## config.mk

```make
export PLATFORM = sky130hd
export DESIGN_NAME = charge_dock_link_sequencer_core
export DESIGN_NICKNAME = d
export VERILOG_FILES = /design/src/design/cdls_pkg.sv /design/src/design/cdls_cfg_regs.sv /design/src/design/cdls_step.sv /design/src/design/charge_dock_link_sequencer_core.sv
export SDC_FILE = /design/constraint.sdc
export NUM_CORES = 1
export LEC_CHECK = 0
export BUFFER_PORTS_ARGS = -buffer_cell sky130_fd_sc_hd__buf_2
export CORE_ASPECT_RATIO = 1.1
export CORE_MARGIN = 2
export CORE_UTILIZATION = 35
export CTS_CLUSTER_SIZE = 25
export DETAILED_ROUTE_END_ITERATION = 8
export MAX_ROUTING_LAYER = met4
export PLACE_DENSITY_LB_ADDON = 0.08
export SLEW_MARGIN = 20
export SYNTH_ARGS = -nofsm -noshare
export SYNTH_HDL_FRONTEND = slang
export SYNTH_SLANG_ARGS = --single-unit
```

## constraint.sdc

```tcl
create_clock -name clk_i -period 4.38 [get_ports clk_i]
set_input_delay 0.438 -clock clk_i [delete_from_list [all_inputs] [get_ports clk_i]]
set_output_delay 0.438 -clock clk_i [all_outputs]
set_load 0.005 [all_outputs]
```

## src/design/cdls_pkg.sv

```systemverilog
package cdls_pkg;

  localparam int unsigned AddrWidth = 48;

  localparam logic [15:0] FlagLoaded  = 16'h0020;
  localparam logic [15:0] FlagRemoved = 16'h0002;
  localparam logic [15:0] StartHoldMs = 16'd3000;

  localparam logic [1:0] StatusOk      = 2'd0;
  localparam logic [1:0] StatusPending = 2'd1;

  typedef enum logic [2:0] {
    K_TICK   = 3'd0,
    K_FLAG   = 3'd1,
    K_ADDR   = 3'd2,
    K_LINK   = 3'd3,
    K_LEVEL  = 3'd4,
    K_DISC   = 3'd5
  } kind_e;

  typedef enum logic [2:0] {
    PH_IDLE     = 3'd0,
    PH_FETCHING = 3'd1,
    PH_FETCHED  = 3'd2,
    PH_LINKING  = 3'd3,
    PH_LINKED   = 3'd4,
    PH_DONE     = 3'd5
  } phase_e;

  typedef enum logic [2:0] {
    LED_HOLD     = 3'd0,
    LED_GO_OFF   = 3'd1,
    LED_GO_ON    = 3'd2,
    LED_START    = 3'd3,
    LED_HOLDING  = 3'd4,
    LED_BLINK    = 3'd5
  } led_mode_e;

  typedef enum logic [2:0] {
    CFG_LEVEL_LOW  = 3'd0,
    CFG_LEVEL_HIGH = 3'd1,
    CFG_TICK_STEP  = 3'd2,
    CFG_FETCH_TO   = 3'd3,
    CFG_LINK_TO    = 3'd4,
    CFG_POLL       = 3'd5,
    CFG_FAST_BLINK = 3'd6,
    CFG_SLOW_BLINK = 3'd7
  } cfg_idx_e;

  typedef struct packed {
    logic [7:0]  level_low;
    logic [7:0]  level_high;
    logic [9:0]  tick_step_ms;
    logic [15:0] fetch_timeout_ms;
    logic [15:0] link_timeout_ms;
    logic [15:0] poll_period_ms;
    logic [15:0] fast_blink_ms;
    logic [15:0] slow_blink_ms;
  } cfg_t;

  typedef struct packed {
    logic [2:0]  kind;
    logic [15:0] flag_value;
    logic [1:0]  status;
    logic [7:0]  battery_value;
    logic [47:0] device_address;
  } in_t;

  typedef struct packed {
    logic        led_on;
    logic [2:0]  phase;
    logic        start_fetch;
    logic        start_link;
    logic [47:0] target_address;
    logic        ask_level;
    logic        charger_off;
    logic        drop_link;
  } out_t;

endpackage

```

## src/design/cdls_cfg_regs.sv

```systemverilog
module cdls_cfg_regs (
  input  logic               clk_i,
  input  logic               rst_ni,
  input  logic               cfg_we_i,
  input  logic [2:0]         cfg_idx_i,
  input  logic [15:0]        cfg_wdata_i,
  output cdls_pkg::cfg_t     cfg_o
);

  cdls_pkg::cfg_t cfg_q, cfg_d;

  always_comb begin
    cfg_d = cfg_q;
    if (cfg_we_i) begin
      case (cdls_pkg::cfg_idx_e'(cfg_idx_i))
        cdls_pkg::CFG_LEVEL_LOW:  cfg_d.level_low        = cfg_wdata_i[7:0];
        cdls_pkg::CFG_LEVEL_HIGH: cfg_d.level_high       = cfg_wdata_i[7:0];
        cdls_pkg::CFG_TICK_STEP:  cfg_d.tick_step_ms     = cfg_wdata_i[9:0];
        cdls_pkg::CFG_FETCH_TO:   cfg_d.fetch_timeout_ms = cfg_wdata_i;
        cdls_pkg::CFG_LINK_TO:    cfg_d.link_timeout_ms  = cfg_wdata_i;
        cdls_pkg::CFG_POLL:       cfg_d.poll_period_ms   = cfg_wdata_i;
        cdls_pkg::CFG_FAST_BLINK: cfg_d.fast_blink_ms    = cfg_wdata_i;
        cdls_pkg::CFG_SLOW_BLINK: cfg_d.slow_blink_ms    = cfg_wdata_i;
        default:                  cfg_d = cfg_q;
      endcase
    end
  end

  always_ff @(posedge clk_i or negedge rst_ni) begin
    if (!rst_ni) begin
      cfg_q.level_low        <= 8'd80;
      cfg_q.level_high       <= 8'd85;
      cfg_q.tick_step_ms     <= 10'd50;
      cfg_q.fetch_timeout_ms <= 16'd10000;
      cfg_q.link_timeout_ms  <= 16'd6000;
      cfg_q.poll_period_ms   <= 16'd3000;
      cfg_q.fast_blink_ms    <= 16'd100;
      cfg_q.slow_blink_ms    <= 16'd1000;
    end else begin
      cfg_q <= cfg_d;
    end
  end

  assign cfg_o = cfg_q;

endmodule

```

## src/design/cdls_step.sv

```systemverilog
module cdls_step #(
  parameter int unsigned ADDRESS_BYTES = 6
) (
  input  logic            clk_i,
  input  logic            rst_ni,
  input  logic            adv_i,
  input  cdls_pkg::in_t   item_i,
  input  cdls_pkg::cfg_t  cfg_i,
  output cdls_pkg::out_t  res_o
);

  localparam int unsigned AddrBits =
      (ADDRESS_BYTES * 8 >= cdls_pkg::AddrWidth) ? cdls_pkg::AddrWidth : ADDRESS_BYTES * 8;
  localparam logic [47:0] AddrMask = {48{1'b1}} >> (cdls_pkg::AddrWidth - AddrBits);

  cdls_pkg::phase_e    phase_q, phase_d;
  cdls_pkg::led_mode_e led_mode_q, led_mode_d;
  logic [15:0] elapsed_q, elapsed_d;
  logic [15:0] led_elapsed_q, led_elapsed_d;
  logic [15:0] led_period_q, led_period_d;
  logic        led_level_q, led_level_d;
  logic [7:0]  battery_q, battery_d;
  logic        link_up_q, link_up_d;
  logic [47:0] saved_addr_q, saved_addr_d;
  logic [15:0] flag_q, flag_d;

  logic start_fetch, start_link, ask_level, charger_off, drop_link;
  logic in_window;

  function automatic logic [15:0] sat_add(input logic [15:0] a, input logic [9:0] b);
    logic [16:0] s;
    s = {1'b0, a} + {7'd0, b};
    return s[16] ? 16'hFFFF : s[15:0];
  endfunction

  assign in_window = (battery_q >= cfg_i.level_low) && (battery_q <= cfg_i.level_high);

  always_comb begin
    phase_d       = phase_q;
    led_mode_d    = led_mode_q;
    elapsed_d     = elapsed_q;
    led_elapsed_d = led_elapsed_q;
    led_period_d  = led_period_q;
    led_level_d   = led_level_q;
    battery_d     = battery_q;
    link_up_d     = link_up_q;
    saved_addr_d  = saved_addr_q;
    flag_d        = flag_q;
    start_fetch   = 1'b0;
    start_link    = 1'b0;
    ask_level     = 1'b0;
    charger_off   = 1'b0;
    drop_link     = 1'b0;

    case (cdls_pkg::kind_e'(item_i.kind))
      cdls_pkg::K_TICK: begin
        // The LED sub-sequencer runs first; the controller may then replace its mode.
        case (led_mode_q)
          cdls_pkg::LED_GO_OFF: begin
            led_level_d = 1'b0;
            led_mode_d  = cdls_pkg::LED_HOLD;
          end
          cdls_pkg::LED_GO_ON: begin
            led_level_d = 1'b1;
            led_mode_d  = cdls_pkg::LED_HOLD;
          end
          cdls_pkg::LED_START: begin
            led_level_d   = 1'b1;
            led_elapsed_d = '0;
            led_period_d  = cdls_pkg::StartHoldMs;
            led_mode_d    = cdls_pkg::LED_HOLDING;
          end
          cdls_pkg::LED_HOLDING: begin
            led_elapsed_d = sat_add(led_elapsed_q, cfg_i.tick_step_ms);
            if (led_elapsed_d >= led_period_q) begin
              led_level_d = 1'b0;
              led_mode_d  = cdls_pkg::LED_HOLD;
            end
          end
          cdls_pkg::LED_BLINK: begin
            led_elapsed_d = sat_add(led_elapsed_q, cfg_i.tick_step_ms);
            if (led_elapsed_d >= led_period_q) begin
              led_elapsed_d = '0;
              led_level_d   = ~led_level_q;
            end
          end
          default: led_mode_d = led_mode_q;
        endcase

        elapsed_d = sat_add(elapsed_q, cfg_i.tick_step_ms);
        case (phase_q)
          cdls_pkg::PH_IDLE: begin
            if (flag_q == cdls_pkg::FlagLoaded) begin
              start_fetch = 1'b1;
              phase_d     = cdls_pkg::PH_FETCHING;
              elapsed_d   = '0;
              led_mode_d  = cdls_pkg::LED_GO_ON;
            end else begin
              led_mode_d  = cdls_pkg::LED_GO_OFF;
            end
          end
          cdls_pkg::PH_FETCHING: begin
            if (elapsed_d > cfg_i.fetch_timeout_ms) phase_d = cdls_pkg::PH_IDLE;
          end
          cdls_pkg::PH_FETCHED: begin
            start_link   = 1'b1;
            elapsed_d    = '0;
            phase_d      = cdls_pkg::PH_LINKING;
            led_mode_d   = cdls_pkg::LED_BLINK;
            led_period_d = cfg_i.fast_blink_ms;
          end
          cdls_pkg::PH_LINKING: begin
            if (elapsed_d > cfg_i.link_timeout_ms) phase_d = cdls_pkg::PH_IDLE;
          end
          cdls_pkg::PH_LINKED: begin
            if (elapsed_d > cfg_i.poll_period_ms) begin
              elapsed_d = '0;
              ask_level = 1'b1;
            end
            if (in_window) begin
              led_mode_d = cdls_pkg::LED_GO_ON;
            end else if (battery_q > cfg_i.level_high) begin
              led_mode_d   = cdls_pkg::LED_BLINK;
              led_period_d = cfg_i.slow_blink_ms;
              charger_off  = 1'b1;
              drop_link    = 1'b1;
              phase_d      = cdls_pkg::PH_DONE;
            end else begin
              led_mode_d   = cdls_pkg::LED_BLINK;
              led_period_d = cfg_i.fast_blink_ms;
            end
            // Removal while linked wins over the level decision.
            if (flag_q == cdls_pkg::FlagRemoved && link_up_q) begin
              drop_link  = 1'b1;
              phase_d    = cdls_pkg::PH_IDLE;
              led_mode_d = cdls_pkg::LED_GO_OFF;
            end
          end
          default: phase_d = phase_q;
        endcase
      end
      cdls_pkg::K_FLAG: flag_d = item_i.flag_value;
      cdls_pkg::K_ADDR: begin
        if (item_i.status == cdls_pkg::StatusOk) begin
          phase_d      = cdls_pkg::PH_FETCHED;
          saved_addr_d = item_i.device_address & AddrMask;
        end else if (item_i.status != cdls_pkg::StatusPending) begin
          phase_d      = cdls_pkg::PH_IDLE;
        end
      end
      cdls_pkg::K_LINK: begin
        if (item_i.status == cdls_pkg::StatusOk) begin
          phase_d   = cdls_pkg::PH_LINKED;
          link_up_d = 1'b1;
        end else begin
          phase_d   = cdls_pkg::PH_IDLE;
        end
      end
      cdls_pkg::K_LEVEL: begin
        if (item_i.status == cdls_pkg::StatusOk) battery_d = item_i.battery_value;
      end
      cdls_pkg::K_DISC: link_up_d = 1'b0;
      default: flag_d = flag_q;
    endcase
  end

  always_ff @(posedge clk_i or negedge rst_ni) begin
    if (!rst_ni) begin
      phase_q       <= cdls_pkg::PH_IDLE;
      led_mode_q    <= cdls_pkg::LED_START;
      elapsed_q     <= '0;
      led_elapsed_q <= '0;
      led_period_q  <= '0;
      led_level_q   <= 1'b0;
      battery_q     <= '0;
      link_up_q     <= 1'b0;
      saved_addr_q  <= '0;
      flag_q        <= '0;
    end else if (adv_i) begin
      phase_q       <= phase_d;
      led_mode_q    <= led_mode_d;
      elapsed_q     <= elapsed_d;
      led_elapsed_q <= led_elapsed_d;
      led_period_q  <= led_period_d;
      led_level_q   <= led_level_d;
      battery_q     <= battery_d;
      link_up_q     <= link_up_d;
      saved_addr_q  <= saved_addr_d;
      flag_q        <= flag_d;
    end
  end

  always_comb begin
    res_o.led_on         = led_level_d;
    res_o.phase          = phase_d;
    res_o.start_fetch    = start_fetch;
    res_o.start_link     = start_link;
    res_o.target_address = saved_addr_d;
    res_o.ask_level      = ask_level;
    res_o.charger_off    = charger_off;
    res_o.drop_link      = drop_link;
  end

endmodule

```

## src/design/charge_dock_link_sequencer_core.sv

```systemverilog
// Charging-dock link sequencer.
// Items arrive on the input channel (in_valid_i / in_ready_o / in_data_i): ticks, charger
// flag updates, address-fetch results, link results, battery replies and disconnect notices.
// Every accepted item yields exactly one result on the output channel (out_valid_o /
// out_ready_i / out_data_o) carrying the LED level, the controller phase, the saved
// address and the request pulses for the charger and the radio.
// An accepted item is held in the input register; when it advances, the controller state
// and the result register are updated together from it. One item per cycle is sustained
// while the receiver does not stall, since each advance updates the controller and LED
// state registers together. When the receiver stalls, the result holds in the output
// register and one more item is taken into the input register; only then does in_ready_o
// drop. Reset empties both registers, puts the controller in idle with the LED in its
// start hold, and loads the configuration defaults. Configuration is written through
// cfg_we_i / cfg_idx_i / cfg_wdata_i; the user must do so only while no item is in flight,
// and the block itself does not enforce this.
module charge_dock_link_sequencer_core #(
  parameter int unsigned ADDRESS_BYTES = 6
) (
  input  logic            clk_i,
  input  logic            rst_ni,
  input  logic            in_valid_i,
  output logic            in_ready_o,
  input  cdls_pkg::in_t   in_data_i,
  output logic            out_valid_o,
  input  logic            out_ready_i,
  output cdls_pkg::out_t  out_data_o,
  input  logic            cfg_we_i,
  input  logic [2:0]      cfg_idx_i,
  input  logic [15:0]     cfg_wdata_i
);

  cdls_pkg::cfg_t cfg;
  cdls_pkg::in_t  item_q;
  cdls_pkg::out_t res, res_q;
  logic           item_vld_q, res_vld_q;
  logic           adv;

  assign adv        = item_vld_q && (!res_vld_q || out_ready_i);
  assign in_ready_o = !item_vld_q || adv;

  cdls_cfg_regs u_cfg (
    .clk_i       (clk_i),
    .rst_ni      (rst_ni),
    .cfg_we_i    (cfg_we_i),
    .cfg_idx_i   (cfg_idx_i),
    .cfg_wdata_i (cfg_wdata_i),
    .cfg_o       (cfg)
  );

  cdls_step #(
    .ADDRESS_BYTES (ADDRESS_BYTES)
  ) u_step (
    .clk_i  (clk_i),
    .rst_ni (rst_ni),
    .adv_i  (adv),
    .item_i (item_q),
    .cfg_i  (cfg),
    .res_o  (res)
  );

  always_ff @(posedge clk_i or negedge rst_ni) begin
    if (!rst_ni) begin
      item_vld_q <= 1'b0;
      res_vld_q  <= 1'b0;
    end else begin
      if (in_ready_o) item_vld_q <= in_valid_i;
      if (adv) begin
        res_vld_q <= 1'b1;
      end else if (out_ready_i) begin
        res_vld_q <= 1'b0;
      end
    end
  end

  always_ff @(posedge clk_i) begin
    if (in_ready_o && in_valid_i) item_q <= in_data_i;
    if (adv) res_q <= res;
  end

  assign out_valid_o = res_vld_q;
  assign out_data_o  = res_q;

endmodule

```

==> results.json, run 1 <==
{
  "timing.rr.start": "u_step.elapsed_q[0]$_DFFE_PN0P_",
  "nFillCells": 4878,
  "rsz0062_at_grt": "yes",
  "async_flop_share_pct": 63.8,
  "fmaxAchievable_ghz": 0.231,
  "synth_nets": 1741,
  "antenna_found_initial": 8,
  "ys_ff_latch": 370,
  "cts_tree": "done",
  "power.total_uw": 12700,
  "crit_slowest_cell": "dfrtp_1",
  "coreArea_mm2": 0.0501,
  "vias_per_cell": 5.08,
  "via_count": 12600,
  "io_pins": 160,
  "cp_cell_sequence": "ha_2, fa_2, a211oi_2, nor3_2, o31ai_1, nand2b_1, buf_6, nor3b_4, mux2_4, ha_4, nand4_1, nor4_2, buf_4, a21bo_4, nand3_2, o32ai_2, nor4b_2, o21ai_1",
  "max_slew.worst_pin.slew_ns": 0.916,
  "grt_pass1_wl_mm": 75.4,
  "row_count": 86,
  "area_delta_synth_final_pct": 22.4,
  "critPathArrivalTime_ns": 4.65,
  "synthFlopType": "dfrtp_1",
  "drv_cap": 0,
  "cts-root-buf": "clkbuf_16",
  "start_util_pct": 35.4,
  "grt_use_met3_pct": 4.53,
  "final_hold_viol_count": 0,
  "portBuffers": 159,
  "fin_nets": 1973,
  "powerDensity_mw_per_mm2": 585,
  "synth_edf_count": 134,
  "synth_area_leaders": "dfrtp_1 (28%), edfxtp_1 (23%), mux2_2 (9.8%), ha_1 (7.1%), dfstp_2 (5.8%)",
  "p_leak_uw": 0.00962,
  "clock_latency_ns": 0.58,
  "dieHeight_um": 240,
  "drive_above_1_share_pct": 30.4,
  "hp-class": "in2reg",
  "final.period_utilization_pct": 98.9,
  "synth_top_area_share_pct": 27.8,
  "place.gp.congestion": 0.819,
  "totalWireLength_mm": 48.4,
  "grt_pass1_vias": 13000,
  "initialDrtViolationCount": 779,
  "setup_violations": 0,
  "crit_type": "reg2reg",
  "cp_max_fo": 5,
  "hp-start": "in_data_i[45]",
  "outcome": "complete, no violations",
  "syn_avg_cell_area_um2": 11.5,
  "endpoint_kind": "register",
  "wl_per_cell_um": 19.5,
  "dp_hpwl_mm": 33.2,
  "track_usage_pct": 19.3,
  "dp.cells": 2351,
  "synthCells": 1537,
  "die_w_um": 219,
  "firstDrtPassIters": 5,
  "cts_inserted_buffers": 45,
  "grtUsageMet2_pct": 31.6,
  "synth_area_leader_cell": "dfrtp_1",
  "max_stage_delay_ns": 0.38,
  "die_area_mm2": 0.0525,
  "ys_types": 74,
  "path_clk_slew_ns": 0.06,
  "grt_overflow": 0,
  "yosysSeqAreaShare_pct": 56.2,
  "grt_max_degree": 98,
  "critical_path.startpoint_type": "register",
  "top_usage_layer": "met2",
  "finalCriticalPeriod_ns": 4.33,
  "fin_cells": 2474,
  "antenna_left": 0,
  "required_ns": 4.69,
  "cts.htree.levels": 2,
  "relSlewSlack_pct": 38.9,
  "gr-usage-met1_pct": 23.5,
  "ir_drop_uv": 362,
  "yosysWarnings": 0,
  "hold_ws_ns": 0.0376,
  "cts_sinks": 370,
  "drv_slew": 0,
  "crit_path_start": "u_step.elapsed_q[0]$_DFFE_PN0P_",
  "drcViolationCount": 0,
  "clockBufferDepth": 3,
  "worst_clock_skew_ns": 0.0323,
  "synth_area_mm2": 0.0177
}
## cells in the mapped netlist, drive strengths merged, types with 7 or more instances
| cell | instances |
|---|---|
| a211oi | 14 |
| a21o | 20 |
| a21oi | 77 |
| a222oi | 9 |
| a22o | 10 |
| a2bb2oi | 9 |
| a31oi | 13 |
| and3 | 8 |
| buf | 16 |
| clkbuf | 47 |
| dfrtp | 197 |
| dfstp | 39 |
| edfxtp | 134 |
| ha | 101 |
| inv | 91 |
| mux2 | 155 |
| nand2 | 247 |
| nand2b | 18 |
| nand3 | 15 |
| nand4 | 17 |
| nor2 | 55 |
| nor2b | 7 |
| nor3 | 26 |
| nor4 | 7 |
| o211ai | 8 |
| o21a | 11 |
| o21ai | 84 |
| o221ai | 7 |
| o22a | 9 |
| o31ai | 8 |
| xnor2 | 10 |
| xor2 | 7 |
## final timing paths
kind / to / slack (ns) / cells past startpoint
min: item_q[45]$_DFFE_PP_ / 0.04 / 1
max: out_data_o[53]$_DFFE_PP_ / 0.05 / 18
max in group asynchronous: u_cfg.cfg_o[81]$_DFFE_PN1P_ / 2.90 / 3
min in group asynchronous: u_cfg.cfg_o[75]$_DFFE_PN0P_ / 0.50 / 2
min reg2reg: u_step.saved_addr_q[37]$_DFFE_PN0P_ / 0.47 / 2
max reg2reg: out_data_o[53]$_DFFE_PP_ / 0.05 / 18
## where the power goes
part | switching [uW] | internal, uW | total, uW
Combinational | 2220 | 1810 | 4030
Clock | 1490 | 2370 | 3860
Sequential | 405 | 4410 | 4820
Total | 4110 | 8600 | 12700
## critical path: cells and delay by family, from the launching register on
family	cells	cell delay, ns
adders and majority gates	3	0.85
and+or+nand+nor	7	1.28
AOI/OAI and AO/OA	5	0.91
buffers and inverters	2	0.34
DFF	1	0.38
muxes	1	0.34
## kinds of logic after synthesis
kind of cell             count (synthesis)  synth area share (%)
AO/OA/AOI/OAI                          310                  11.5
XOR/XNOR                                17                 0.839
adder cells (fa/ha/maj)                103                  7.35
buffers and inverters                  154                  3.40
flip-flops                             370                  56.2
multiplexers                           155                  9.83
AND/OR/NAND/NOR                        428                  10.9
## cell type report
cell class	instances	area, um^2	share of cell area (%)
inverter	91	344	1.58
clock buffer	65	1230	5.67
timing repair buffer	247	1540	7.09
tap	660	826	3.80
multi-input combinational	1014	7490	34.5
antenna	9	22.5	0.104
sequential	370	9980	45.9
clock inverter	18	295	1.36
## cell usage in the layout (no fill, tap or decap), types with 10 or more instances in the layout
master and n:
nand2_1 245, dfrtp_1 197, buf_2 158, mux2_2 152
edfxtp_1 134, ha_1 96, inv_1 90, o21ai_0 77
a21oi_1 69, buf_4 64, nor2_1 52, clkbuf_16 45
dfstp_2 39, nor3_1 20, dlygate4sd3_1 20, a21o_1 19
nand2b_1 18, nand4_1 17, clkbuf_1 17, nand3_1 13
a31oi_1 13, o21a_1 11, xnor2_1 10, a22o_1 10
## state kept, by name, summed over array words and instances (netlist names), 8 cells and up
register and flops:
out_data_o 57, u_step.flag_q 16, u_step.elapsed_q 16, u_step.battery_q 8, u_cfg.cfg_o 106, u_step.led_elapsed_q 16
item_q 77, u_step.saved_addr_q 48, u_step.led_period_q 16
## routing by layer
metal | up-vias | share of wire, %
met5 | - | 0
met4 | 0 | 2.7
met3 | 75 | 5.6
met2 | 265 | 48
met1 | 6181 | 44
li1 | 6047 | -
## stage by stage
stage,area [um^2],util (%),setup WS (ns),setup TNS [ns]
2_1_floorplan,17700,-,0.164,0
3_3_place_gp,19600,39.1,-0.0477,-0.145
3_5_place_dp,19600,39.1,-0.0775,-0.672
4_1_cts,21300,42.6,0.00955,0
5_1_grt,21700,43.3,-0.169,-0.389
6_report,21700,43.3,0.0461,0
## what timing repair did
action / 4_1_cts / 5_1_grt
pin swaps: 1 / 29
endpoints found under the setup margin: 16 / 40
endpoints found under the hold margin: 86 / 0
buffers inserted: 0 / 9
hold buffers: 20 / 0
gates resized for setup: 6 / 53
gates cloned: 0 / 2
Power figures use the tool's default switching activity.
==> run 2, diff against run 1 <==
--- a/config.mk
+++ b/config.mk
@@ -6,11 +6,11 @@
 export NUM_CORES = 1
 export LEC_CHECK = 0
 export BUFFER_PORTS_ARGS = -buffer_cell sky130_fd_sc_hd__buf_2
-export CORE_ASPECT_RATIO = 1.1
 export CORE_MARGIN = 2
 export CORE_UTILIZATION = 35
 export CTS_CLUSTER_SIZE = 25
 export DETAILED_ROUTE_END_ITERATION = 8
+export HOLD_SLACK_MARGIN = 0.15
 export MAX_ROUTING_LAYER = met4
 export PLACE_DENSITY_LB_ADDON = 0.08
 export SLEW_MARGIN = 20
==> run 2 against run 1 <==
  * First-iteration DRC count up 16%
  * Combinational power is 2% higher
  * Count of clock-buffer cells in the layout shrank 2
  * Sequential power barely moved
  * Register-to-register slack lost 0.02 ns
  * Largest cell class unchanged
  * Largest power group unchanged
  * Highest routed layer unchanged
==> results.json, run 2 (synthesis gave the netlist of run 1 again) <==
{
  "outcome": "complete, no violations",
  "clock_latency_ns": 0.58,
  "critical_path.startpoint_type": "register",
  "relSlewSlack_pct": 43.2,
  "cts-root-buf": "clkbuf_16",
  "initialDrtViolationCount": 907,
  "p_leak_uw": 0.00985,
  "setup_slack_ns": 0.0250,
  "row_count": 82,
  "firstDrtPassIters": 5,
  "cts.htree.levels": 2,
  "endpoint_kind": "register",
  "grt_max_degree": 91,
  "required_ns": 4.88,
  "drive_above_1_share_pct": 29.1,
  "drcViolationCount": 0,
  "cts_sinks": 370,
  "cp_cell_sequence": "ha_2, fa_2, a211oi_4, nor3_2, o31ai_1, nand2b_1, and3_4, a21oi_4, inv_2, ha_1, and3_1, a221o_1, a221o_1, a211o_1, o32ai_4, nor4b_4, buf_4, o211ai_2",
  "crit_type": "reg2reg",
  "area_delta_synth_final_pct": 25.5,
  "antenna_left": 0,
  "worst_clock_skew_ns": 0.0211,
  "power.total_uw": 12700,
  "io_pins": 160,
  "place_ws_ns": -0.198,
  "die_w_um": 229,
  "via_count": 12800,
  "powerDensity_mw_per_mm2": 569,
  "path_clk_slew_ns": 0.06,
  "start_util_pct": 35.5,
  "max_slew.worst_pin.slew_ns": 0.851,
  "dp_hpwl_mm": 32.9,
  "cts_tree": "done",
  "crit_slowest_cell": "dfrtp_1",
  "max_stage_delay_ns": 0.38,
  "coreArea_mm2": 0.0501,
  "grt_overflow": 0,
  "grt_pass1_vias": 13100,
  "die_area_mm2": 0.0525,
  "antenna_found_initial": 0,
  "finalCriticalPeriod_ns": 4.35,
  "fin_nets": 2034,
  "track_usage_pct": 18.8,
  "final_hold_viol_count": 0,
  "clockBufferDepth": 3,
  "dp.cells": 2366,
  "cp_common_cell": "a221o_1",
  "cp_max_fo": 6,
  "critPathArrivalTime_ns": 4.85,
  "setup_violations": 0,
  "portBuffers": 159,
  "fmaxAchievable_ghz": 0.230,
  "ir_drop_uv": 313,
  "totalWireLength_mm": 48.0,
  "layout_commonest_cell": "nand2_1",
  "wl_per_cell_um": 19.0,
  "nFillCells": 4755,
  "cts_inserted_buffers": 42,
  "drv_cap": 0,
  "final_cell_mix": "nand2_1 (245), dfrtp_1 (197), buf_2 (158), mux2_2 (153), edfxtp_1 (134)",
  "final.period_utilization_pct": 99.4,
  "fin_cells": 2535,
  "regToRegSetupSlack_ns": 0.03,
  "drv_slew": 0,
  "dieHeight_um": 229,
  "place.gp.congestion": 0.864,
  "largest_register_ffs": 106,
  "rsz0062_at_grt": "yes",
  "diodes": 0,
  "vias_per_cell": 5.04,
  "grt_pass1_wl_mm": 75.0,
  "hp-class": "in2reg"
}
[run 2: metrics by stage]
| stage | setup TNS (ns) | hold slack, ns | util, % | area, um^2 |
|---|---|---|---|---|
| after global routing | -0.326 | 0.170 | 44.5 | 22300 |
| after floorplan | 0 | 0.142 | - | 17700 |
| final | 0 | 0.161 | 44.5 | 22300 |
| after CTS | -0.101 | 0.157 | 44.0 | 22000 |
| after global placement | -0.244 | 0.451 | 39.3 | 19700 |
| after detailed placement | -1.17 | 0.461 | 39.3 | 19700 |
[run 2: report_power, final]
| group | switching, uW | leakage (uW) | total [uW] | internal (uW) |
|---|---|---|---|---|
| registers | 425 | 0.00422 | 4840 | 4410 |
| clock network | 1480 | 0.000702 | 3720 | 2240 |
| logic | 2210 | 0.00493 | 4110 | 1890 |
| total | 4120 | 0.00985 | 12700 | 8550 |
[run 2: what timing repair did]
action,4_1_cts,5_1_grt
hold buffers,81,0
gates resized for setup,19,35
endpoints found under the setup margin,31,40
hold endpoints to repair,146,0
buffers inserted,1,9
pin swaps,12,19
cloned,0,1
[run 2: worst paths after layout]
path | start | to | cells after the start
worst min register to register | u_step.saved_addr_q[20]$_DFFE_PN0P_ | u_step.saved_addr_q[20]$_DFFE_PN0P_ | 2
min in group asynchronous | rst_ni | u_cfg.cfg_o[67]$_DFFE_PN0P_ | 2
worst max register to register | u_step.elapsed_q[0]$_DFFE_PN0P_ | u_step.phase_q[0]$_DFFE_PN0P_ | 18
worst max-delay path | u_step.elapsed_q[0]$_DFFE_PN0P_ | u_step.phase_q[0]$_DFFE_PN0P_ | 18
worst min-delay path | cfg_wdata_i[10] | u_cfg.cfg_o[58]$_DFFE_PN1P_ | 3
max in group asynchronous | rst_ni | u_step.saved_addr_q[30]$_DFFE_PN0P_ | 3
[run 2: layout make-up]
type                            instances  area (um^2)  area share (%)
Clock buffer                           63         1220            5.49
Timing Repair Buffer                  311         2200            9.89
Sequential cell                       370         9980            44.8
Multi-Input combinational cell       1014         7440            33.4
Inverter                               91          344            1.55
Tap cell                              672          841            3.78
Clock inverter                         14          243            1.09
[run 2: routing by layer]
metal	track usage (%)	vias up	wire length [um]	share of wire [%]
li1	-	6130	-	-
met4	5.15	0	1210	2.5
met1	24.3	6303	21700	45
met2	30.1	264	22800	48
met5	-	-	0	0
met3	3.77	75	2260	4.7
[run 2: critical path, delay by kind of cell (launching register included)]
kind,cells,cell delay [ns]
AND/OR/NAND/NOR,5,0.78
flip-flops,1,0.38
adder cells (fa/ha/maj),3,0.87
buffers and inverters,2,0.24
AO/OA/AOI/OAI,8,1.99
==> run 3, diff against run 2 <==
--- a/config.mk
+++ b/config.mk
@@ -5,11 +5,11 @@
 export SDC_FILE = /design/constraint.sdc
 export NUM_CORES = 1
 export LEC_CHECK = 0
-export BUFFER_PORTS_ARGS = -buffer_cell sky130_fd_sc_hd__buf_2
 export CORE_MARGIN = 2
 export CORE_UTILIZATION = 35
 export CTS_CLUSTER_SIZE = 25
 export DETAILED_ROUTE_END_ITERATION = 8
+export DONT_BUFFER_PORTS = 1
 export HOLD_SLACK_MARGIN = 0.15
 export MAX_ROUTING_LAYER = met4
 export PLACE_DENSITY_LB_ADDON = 0.08
==> constraint.sdc (replaced) <==
create_clock -name clk_i -period 4.38 [get_ports clk_i]
set_input_delay 0.657 -clock clk_i [delete_from_list [all_inputs] [get_ports clk_i]]
set_output_delay 0.657 -clock clk_i [all_outputs]
set_load 0.005 [all_outputs]
==> run 3 against run 2 <==
  * The flow now finishes with violations (negative hold slack)
  * Worst setup slack better by 0.039 ns
  * Fmax grew 0.89%
  * Register-to-register slack improved by 0.04 ns
  * Sequential power is 1% higher
  * Clock power shrank 5.4%
  * Non-clock buffer count shrank 167
  * Critical endpoint is now out_data_o[53]$_DFFE_PP_
  * Largest cell class unchanged
==> results.json, run 3 (synthesis gave the netlist of run 1 again) <==
{
  "outcome": "finished with violations",
  "violations": "negative hold slack",
  "wl_per_cell_um": 19.8,
  "initialDrtViolationCount": 604,
  "cp_common_cell": "ha_4",
  "largest_register_ffs": 106,
  "crit_slowest_cell": "fa_2",
  "p_comb_share_pct": 30.6,
  "setup_violations": 0,
  "fin_cells": 2373,
  "firstDrtPassIters": 5,
  "coreArea_mm2": 0.0501,
  "crit_path_start": "u_step.elapsed_q[0]$_DFFE_PN0P_",
  "critPathArrivalTime_ns": 4.64,
  "fin_util_pct": 42.5,
  "power.internal_uw": 8180,
  "max_slew.worst_pin.slew_ns": 0.937,
  "switching_share_pct": 32.6,
  "timing.rr.start": "u_step.elapsed_q[0]$_DFFE_PN0P_",
  "drcViolationCount": 0,
  "diodes": 0,
  "grt_max_degree": 237,
  "nFillCells": 4835,
  "layout_commonest_cell": "nand2_1",
  "final_hold_viol_count": 204,
  "track_usage_pct": 18.4,
  "hold_ws_ns": -0.218,
  "area_delta_synth_final_pct": 19.8,
  "setup_tns_ns": 0,
  "critical_path.startpoint_type": "register",
  "crit_type": "reg2reg",
  "antenna_found_initial": 0,
  "powerDensity_mw_per_mm2": 571,
  "fmaxAchievable_ghz": 0.232,
  "worst_clock_skew_ns": 0.0354,
  "p_seq_share_pct": 40.4,
  "via_count": 12000,
  "row_count": 82,
  "cp_max_fo": 4,
  "max_stage_delay_ns": 0.41,
  "place.gp.congestion": 0.895,
  "dp.cells": 2207,
  "cts_sinks": 370,
  "clock_power_share_pct": 29.0,
  "grt_pass1_vias": 12500,
  "relSlewSlack_pct": 37.5,
  "dp_hpwl_mm": 31.6,
  "final.period_utilization_pct": 98.5,
  "antenna_left": 0,
  "die_w_um": 229,
  "required_ns": 4.70,
  "dieHeight_um": 229,
  "path_buf_inv": 2,
  "p_leak_uw": 0.00913,
  "finalCriticalPeriod_ns": 4.32,
  "cts_inserted_buffers": 44,
  "io_pins": 160,
  "clock_latency_ns": 0.58,
  "drive_above_1_share_pct": 22.2,
  "final_cell_mix": "nand2_1 (246), dfrtp_1 (197), mux2_2 (153), edfxtp_1 (134), ha_1 (96)",
  "rsz0062_at_grt": "yes",
  "cp_cell_sequence": "ha_4, fa_2, a211oi_2, nor3_1, o31ai_1, nand2b_1, buf_6, nor3b_4, mux2_4, ha_4, nand4_1, nor4_2, buf_4, a21bo_4, nand3_2, o32ai_2, nor4b_2, o21ai_1",
  "grt_overflow": 0,
  "portBuffers": 0,
  "holdBufCountCts": 77,
  "grt_pass1_wl_mm": 73.3,
  "p_sw_uw": 3960,
  "cts.htree.levels": 2,
  "die_area_mm2": 0.0525,
  "drv_slew": 0,
  "clockBufferDepth": 3,
  "drv_cap": 0,
  "path_clk_slew_ns": 0.06,
  "endpoint_kind": "register",
  "hp-class": "in2async",
  "start_util_pct": 35.5,
  "cts_tree": "done",
  "power.total_uw": 12100,
  "cts-root-buf": "clkbuf_16",
  "vias_per_cell": 5.07,
  "ir_drop_uv": 292,
  "totalWireLength_mm": 46.9,
  "crit_family": "simple AND/OR/NAND/NOR gates",
  "fin_nets": 1869
}
## run 3: area by class of cell
class,instances,area [um^2],share of cell area (%)
well taps,672,841,3.95
flip-flops and latches,370,9980,46.9
clock inverters,8,97.6,0.459
inverters,91,344,1.62
repair buffers,144,1300,6.12
multi-input cells,1014,7400,34.8
clock buffers,74,1300,6.13
## run 3: final timing paths
check / end / slack [ns] / cells after the start
min reg2reg: u_step.saved_addr_q[12]$_DFFE_PN0P_ / 0.47 / 2
min in group clk_i: u_cfg.cfg_o[92]$_DFFE_PN1P_ / 0.19 / 2
max reg2reg: out_data_o[53]$_DFFE_PP_ / 0.06 / 18
max in group asynchronous: u_step.led_elapsed_q[0]$_DFFE_PN0P_ / 4.09 / 0
min: u_cfg.cfg_o[70]$_DFFE_PN0P_ / -0.22 / 0
max: out_data_o[53]$_DFFE_PP_ / 0.06 / 18
## run 3: power by group through the flow
stage / combinational [uW] / sequential (uW) / clock [uW]
after CTS: 3680 / 4910 / 3650
after global placement: 3480 / 4960 / 0
final: 3720 / 4900 / 3520
after floorplan: 2580 / 4740 / 0
after global routing: 4210 / 5000 / 3780
after detailed placement: 3540 / 4960 / 0
## run 3: what timing repair did
action,CTS,global route
pin swaps,11,15
endpoints found under the hold margin,313,236
resized for setup,23,22
setup buffers,3,3
gates cloned,0,1
setup endpoints to repair,18,35
## run 3: metal layers
| metal | vias up | GRT usage (%) | wire [um] |
|---|---|---|---|
| li1 | 5805 | - | - |
| met1 | 5899 | 23.6 | 21500 |
| met2 | 242 | 28.8 | 21500 |
| met3 | 90 | 4.18 | 2390 |
| met4 | 0 | 6.51 | 1570 |
| met5 | - | - | 0 |
## run 3: worst reg2reg max path, stage by stage, from the launching register on
cell      delay, ns
dfrtp_1        0.40
ha_4           0.18
fa_2           0.41
a211oi_2       0.29
nor3_1         0.08
o31ai_1        0.21
nand2b_1       0.15
buf_6          0.16
nor3b_4        0.15
mux2_4         0.32
ha_4           0.27
nand4_1        0.21
nor4_2         0.30
buf_4          0.18
a21bo_4        0.21
nand3_2        0.07
o32ai_2        0.09
nor4b_2        0.30
o21ai_1        0.11
## run 3: through the flow
step	cell area (um^2)	worst slack (ns)
2_1_floorplan	17700	0.164
3_3_place_gp	18800	-0.170
3_5_place_dp	18800	-0.200
4_1_cts	21100	0.000925
5_1_grt	21300	-0.114
6_report	21300	0.0636
